File: config.mk
export PLATFORM = sky130hd
export DESIGN_NAME = qvr_round
export DESIGN_NICKNAME = d
export VERILOG_FILES = /design/src/rtl/qvr_pkg.sv /design/src/rtl/qvr_round.sv
export SDC_FILE = /design/constraint.sdc
export NUM_CORES = 1
export LEC_CHECK = 0
export BUFFER_PORTS_ARGS = -buffer_cell sky130_fd_sc_hd__buf_2
export CAP_MARGIN = 40
export CORE_ASPECT_RATIO = 1.5
export CORE_MARGIN = 4
export CORE_UTILIZATION = 49
export CTS_CLUSTER_SIZE = 30
export DETAILED_ROUTE_END_ITERATION = 12
export GPL_TIMING_DRIVEN = 0
export PLACE_DENSITY_LB_ADDON = 0.1
export SLEW_MARGIN = 40
export SYNTH_ARGS = -nofsm -noshare
export SYNTH_HDL_FRONTEND = slang
export SYNTH_SLANG_ARGS = --single-unit
File: constraint.sdc
create_clock -name clk -period 3.6 [get_ports clk]
set_input_delay 0 -clock clk [delete_from_list [all_inputs] [get_ports clk]]
set_output_delay 0 -clock clk [all_outputs]
set_load 0.05 [all_outputs]
File: src/rtl/qvr_pkg.sv
// ----------------------------------------------------------------------------
// qvr_pkg
// Shared widths and types for the quaternion vector rotation pipeline.
// ----------------------------------------------------------------------------
`default_nettype none

package qvr_pkg;

    localparam int WORD_W   = 32;
    localparam int PROD_W   = 2 * WORD_W;
    localparam int COEF_W   = PROD_W + 2;
    localparam int SPLIT_W  = COEF_W / 2;
    localparam int LO_W     = SPLIT_W + 1 + WORD_W;
    localparam int HI_W     = (COEF_W - SPLIT_W) + WORD_W;
    localparam int LOSUM_W  = LO_W + 2;
    localparam int HISUM_W  = HI_W + 2;
    localparam int ACC_W    = 101;
    localparam int FRAC_SH  = 60;
    localparam int SHIFT_W  = ACC_W - FRAC_SH;
    localparam int AXES     = 3;
    localparam int TERMS    = 3;

    localparam logic signed [ACC_W-1:0]   ROUND_HALF = ACC_W'(1) <<< (FRAC_SH - 1);
    localparam logic signed [SHIFT_W-1:0] SAT_MAX    = SHIFT_W'(64'sh7FFFFFFF);
    localparam logic signed [SHIFT_W-1:0] SAT_MIN    = SHIFT_W'(-64'sh80000000);

    localparam int AX_X = 0;
    localparam int AX_Y = 1;
    localparam int AX_Z = 2;

    typedef logic signed [WORD_W-1:0]  word_t;
    typedef logic signed [PROD_W-1:0]  prod_t;
    typedef logic signed [COEF_W-1:0]  coef_t;
    typedef logic signed [LOSUM_W-1:0] losum_t;
    typedef logic signed [HISUM_W-1:0] hisum_t;

endpackage

`default_nettype wire

File: src/rtl/qvr_round.sv
// ----------------------------------------------------------------------------
// qvr_round
// Stages 5-6: merge the split sums with the rounding half, then shift to
// Q16.16 and saturate into the output register.
// ----------------------------------------------------------------------------
`default_nettype none

module qvr_round (
    input  wire logic             clk,
    input  wire logic             rst_n,
    input  wire logic             in_valid,
    output logic                  in_ready,
    input  wire qvr_pkg::losum_t  lo_sum [qvr_pkg::AXES],
    input  wire qvr_pkg::hisum_t  hi_sum [qvr_pkg::AXES],
    output logic                  out_valid,
    input  wire logic             out_ready,
    output qvr_pkg::word_t        rot [qvr_pkg::AXES]
);

    logic                                v5_reg;
    logic                                v6_reg;
    logic                                rdy5;
    logic                                rdy6;
    logic signed [qvr_pkg::ACC_W-1:0]    acc_reg [qvr_pkg::AXES];
    logic signed [qvr_pkg::ACC_W-1:0]    acc_next [qvr_pkg::AXES];
    logic signed [qvr_pkg::SHIFT_W-1:0]  sh [qvr_pkg::AXES];
    qvr_pkg::word_t                      rot_reg [qvr_pkg::AXES];
    qvr_pkg::word_t                      rot_next [qvr_pkg::AXES];

    assign rdy6     = !v6_reg || out_ready;
    assign rdy5     = !v5_reg || rdy6;
    assign in_ready = rdy5;

    always_comb
    begin
        for (int a = 0; a < qvr_pkg::AXES; a++)
        begin
            acc_next[a] = (qvr_pkg::ACC_W'(hi_sum[a]) <<< qvr_pkg::SPLIT_W)
                        + qvr_pkg::ACC_W'(lo_sum[a]) + qvr_pkg::ROUND_HALF;
            sh[a] = acc_reg[a][qvr_pkg::ACC_W-1:qvr_pkg::FRAC_SH];
            if (sh[a] > qvr_pkg::SAT_MAX)
            begin
                rot_next[a] = qvr_pkg::SAT_MAX[qvr_pkg::WORD_W-1:0];
            end
            else if (sh[a] < qvr_pkg::SAT_MIN)
            begin
                rot_next[a] = qvr_pkg::SAT_MIN[qvr_pkg::WORD_W-1:0];
            end
            else
            begin
                rot_next[a] = sh[a][qvr_pkg::WORD_W-1:0];
            end
        end
    end

    always_ff @(posedge clk or negedge rst_n)
    begin
        if (!rst_n)
        begin
            v5_reg <= 1'b0;
            v6_reg <= 1'b0;
        end
        else
        begin
            if (rdy5)
            begin
                v5_reg <= in_valid;
            end
            if (rdy6)
            begin
                v6_reg <= v5_reg;
            end
        end
    end

    always_ff @(posedge clk)
    begin
        if (rdy5 && in_valid)
        begin
            acc_reg <= acc_next;
        end
        if (rdy6 && v5_reg)
        begin
            rot_reg <= rot_next;
        end
    end

    assign out_valid = v6_reg;
    assign rot       = rot_reg;

endmodule

`default_nettype wire

### Word level (Yosys, flattened, before mapping)

Index checks and enable logic that the tools add are counted.

* flip-flop bits (word level): 401
* input bits: 409
* output and inout bits: 98
* word-level logic and storage cells: 29

* reductions and logical operators: 6
* magnitude comparators: 6
* add/subtract/negate cells: 6
* multiplexer cells: 3

Operators by type and width (count)
* adder 100 x 68 -> 101 bit: 3
* adder 101 x 61 -> 101 bit (second input constant): 3
* > comparator 41 x 32 -> 1 bit (second input constant): 3
* < comparator 41 x 32 -> 1 bit (second input constant): 3
* 2-to-1 mux 32 bit: 3
* logical AND 1 bit: 2
* zero test 1 bit: 2
* logical OR 1 bit: 2

### Logic depth before layout (Yosys ltp)

* depth in word-level cells: 4
* mapped depth: 16
* mapped depth without buffers: 15

### Least setup slack after synthesis

Ideal clock, no wire load.

* kind: register to register
* from: register v6_reg, in the netlist out_valid
* to: register acc_reg[100] (netlist name) (enable)
* buffers on the path: 0
* arrival: 4.021 ns
* slack: -0.917 ns
* library setup time: 0.496 ns
* data required time: 3.104 ns
* cell stages (with the launch flop): 3
* period minus slack after synthesis: 4.517 ns
* path through: dfrtp_1 -> nand3b_1 -> and2_1

* cells in the longest elaborated chain, start to end: 4

RTL lines
* start, declared: line qvr_round.sv:21 `logic v6_reg;`
* start signal, assigned: line qvr_round.sv:71 `v6_reg <= v5_reg;`
* zero test 1 bit: line qvr_round.sv:30 `assign rdy6 = !v6_reg || out_ready;`
* logical OR 1 bit: line qvr_round.sv:30
* logical OR 1 bit: line qvr_round.sv:31 `assign rdy5 = !v5_reg || rdy6;`
* named net in_ready: line qvr_round.sv:12 `output logic in_ready,`
* logical AND 1 bit: line qvr_round.sv:78 `if (rdy5 && in_valid)`
* end signal, assigned: line qvr_round.sv:80 `acc_reg <= acc_next;`
* end, declared: line qvr_round.sv:24 `logic signed [qvr_pkg::ACC_W-1:0] acc_reg [qvr_pkg::AXES];`

The timed path passes the listed nets, and every way through them passes these cells.
A chain may end at the register's enable or synchronous reset.

==> metrics.yaml <==
run_status:
  status: "completed"
sta:
  whs_ps: 60.81
  tns_ps: 0
  setup_viol: 0
  maxSlewHeadroom_pct: 45.97
  rsz0062_at_grt: "no"
  skew_ps: 20.17
  hold_viol: 0
  min_period_over_period_pct: 94.65
  finalCriticalPeriod_ps: 3407
  max_freq_ghz: 0.2935
  worst_slew_pin_slew_ps: 803.5
  setup_ws_ps: 192.6
  report.final.slew_viol_count: 0
finish:
  ff_latch_area_sq_um: 6626
  largest_reg_flops: 123
  multiInputGateArea_sq_um: 12050
  syn2layout_area_growth_pct: 18.72
  final_cell_mix: "buf_2 (405), ha_1 (393), edfxtp_1 (219)"
  drive_above_1_share_pct: 21.32
  instances_no_fill: 2805
  nets: 3095
  num-fill-cells: 3377
  final_common_cell: "buf_2"
  postLayoutCellArea_sq_um: 22720
  final_util_pct: 58.96
detailed_routing:
  drt_iter0_markers: 836
  vias: 16198
  drt_pass1_iterations: 5
  drc: 0
  ant_nets: 0
  wl_per_cell_um: 18.22
  viasPerCell: 5.775
  drt-total-wl_um: 51120
floorplanning:
  chipWidth_um: 169.4
  die_y_um: 250.0
  num_io_pins: 507
  rows: 88
  core_area_sq_um: 38540
  start_util_pct: 49.66
  die_area_sq_um: 42350
yosys:
  synth-edff-count: 219
  synth_compound_area_share_pct: 21.85
  yosys.area_share.simple_pct: 10.09
  ys_warn_count: 0
  seq_area_frac_synth_pct: 34.63
  synthAdderAreaFrac_pct: 25.69
  async_reset_ff_share_pct: 0.9050
  syn_inst: 1848
  synth-xor-area-share_pct: 5.165
  yosysTopAreaCellShare_pct: 34.36
  synth_area_leaders: "edfxtp_1 (34%), ha_1 (26%), a21oi_1 (4.7%), o21a_1 (4.2%), a21o_1 (3.6%)"
  avgSynthCellArea_sq_um: 10.36
  synthFlopType: "edfxtp_1"
  synth_top_family_by_area: "adder cells"
  synthMuxAreaShare_pct: 0.1046
  synthesis.nets: 2650
  synth_top_cell_by_area: "edfxtp_1"
  ys_ff_latch: 221
  synth.distinct_cells: 83
  synth_area_sq_um: 19140
global_routing:
  grt_use_total_pct: 23.06
  grt_pass1_wl_um: 80530
  antenna_found_initial: 6
  grt_max_degree: 44
  grt_remaining_overflow: 0
  grt_pass1_vias: 16661
critical_path:
  critPathCaptureType: "flip-flop"
  cp.required_ps: 3850
  worstSetupPathType: "input pin to flip-flop"
  reg2reg_slack_ps: 1650
  timing.critical_path.arrival_ps: 3660
  worstPathMaxFanout: 33
  critPathLaunchType: "input pin"
  r2r_cells: 5
  crit_start: "lo_sum[67]"
  reg2reg_from: "v5_reg$_DFFE_PN0N_"
  timing.rr.end: "acc_reg[65]$_DFFE_PP_"
  critPathCapture: "acc_reg[92]$_DFFE_PP_"
power_and_ir_drop:
  powerDensity_nw_per_um2: 410.4
  ir_drop_uv: 429.9
  p_total_mw: 9.324
  leakage_nw: 10.64
clocking:
  cts_buffers: 23
  clk_pin_slew_ps: 60
  clkSinkCount: 221
  clk_path_buf_depth: 3
  post-cts-setup-buffers: 0
  htreeDepth: 1
  cts_tree: "done"
  clk-insertion-delay-late_ps: 530
  cts_root_buf: "clkbuf_16"
placement:
  dp_slack_ps: -529.4
  gp_routability_congestion: 0.8957
  hpwl_um: 42300
  post-place-cells: 2755
  dpl_cell_area_sq_um: 21900
  port_buffers: 407
job:
  maxCapViolCount: 0
worst_hold_path:
  hold_path_class: "input pin to flip-flop"
## repair_timing
action	4_1_cts	5_1_grt
hold endpoints to repair	17	0
resized for setup	0	2
hold buffers	8	0
setup endpoints to repair	0	4
## synthesized netlist by cell type, types with 3 or more instances
cell type  number
o21bai_1       33
xor2_1         43
o21a_1        106
edfxtp_1      219
o21ai_2         3
nand2_1       111
and3_1         12
a21o_1         92
ha_1          393
a211oi_1       14
nand3_1        35
and4_1         10
a21boi_0        3
nor4_1          9
inv_1          60
or3_1           5
a2111oi_0       4
a31o_2          5
o31ai_1        11
o211ai_1        9
a221oi_1        8
o221ai_1        6
nor2b_1        18
nand2b_1       16
a21oi_2         6
nor3_1         15
nand4_1        45
a221o_1         4
o21ai_1        13
o21ai_0        76
o2111ai_1       6
and2_1          6
nor3b_1         4
a31oi_1        17
a21oi_1       181
nor2_1         78
clkbuf_1       45
xnor2_1        68
## worst min path at each step
| stage | start | to | cells past startpoint |
|---|---|---|---|
| 3_5_place_dp | rst_n | v5_reg$_DFFE_PN0N_ | 1 |
| 2_1_floorplan | rst_n | out_valid$_DFFE_PN0P_ | 0 |
| 4_1_cts | hi_sum[65] | acc_reg[98]$_DFFE_PP_ | 4 |
| 6_report | hi_sum[65] | acc_reg[98]$_DFFE_PP_ | 4 |
| 5_1_grt | hi_sum[65] | acc_reg[98]$_DFFE_PP_ | 4 |
| 3_3_place_gp | rst_n | out_valid$_DFFE_PN0P_ | 1 |
## cell families after synthesis
group / count (synthesis)
flip-flops: 221
multiplexers: 2
AO/OA/AOI/OAI: 629
AND/OR/NAND/NOR: 381
XOR/XNOR: 112
adder cells (fa/ha/maj): 393
buffers and inverters: 110
## where the power goes
group          internal, mW  switching, mW
Clock                  1.33           1.02
Sequential             3.35          0.117
Combinational          1.33           2.17
## layout make-up
type,count,area share (%)
repair buffers,420,9.780
clock buffers,30,2.649
flip-flops and latches,221,29.16
diodes,2,0.02203
multi-input cells,1517,53.05
clock inverters,10,0.5287
well taps,495,2.726
plain buffers,50,1.085
inverters,60,0.9912
## routing by layer
metal	GRT usage, %	share of wire [%]	wire length [um]
met1	24.84	37	19010
met2	45.05	54	27450
met3	3.502	5.5	2824
met4	7.526	3.5	1770
met5	0	0.13	68
## worst max-delay path: stages
cell and delay (ps):
clkbuf_4 370, ha_1 310, ha_1 310, buf_6 140, a21o_1 150, a21o_1 170, a21o_1 190, a2111oi_2 360
o21bai_1 190, a21oi_2 220, a21bo_2 260, a21o_1 250, mux2i_1 150, a2111oi_0 570
Power figures use the tool's default switching activity.
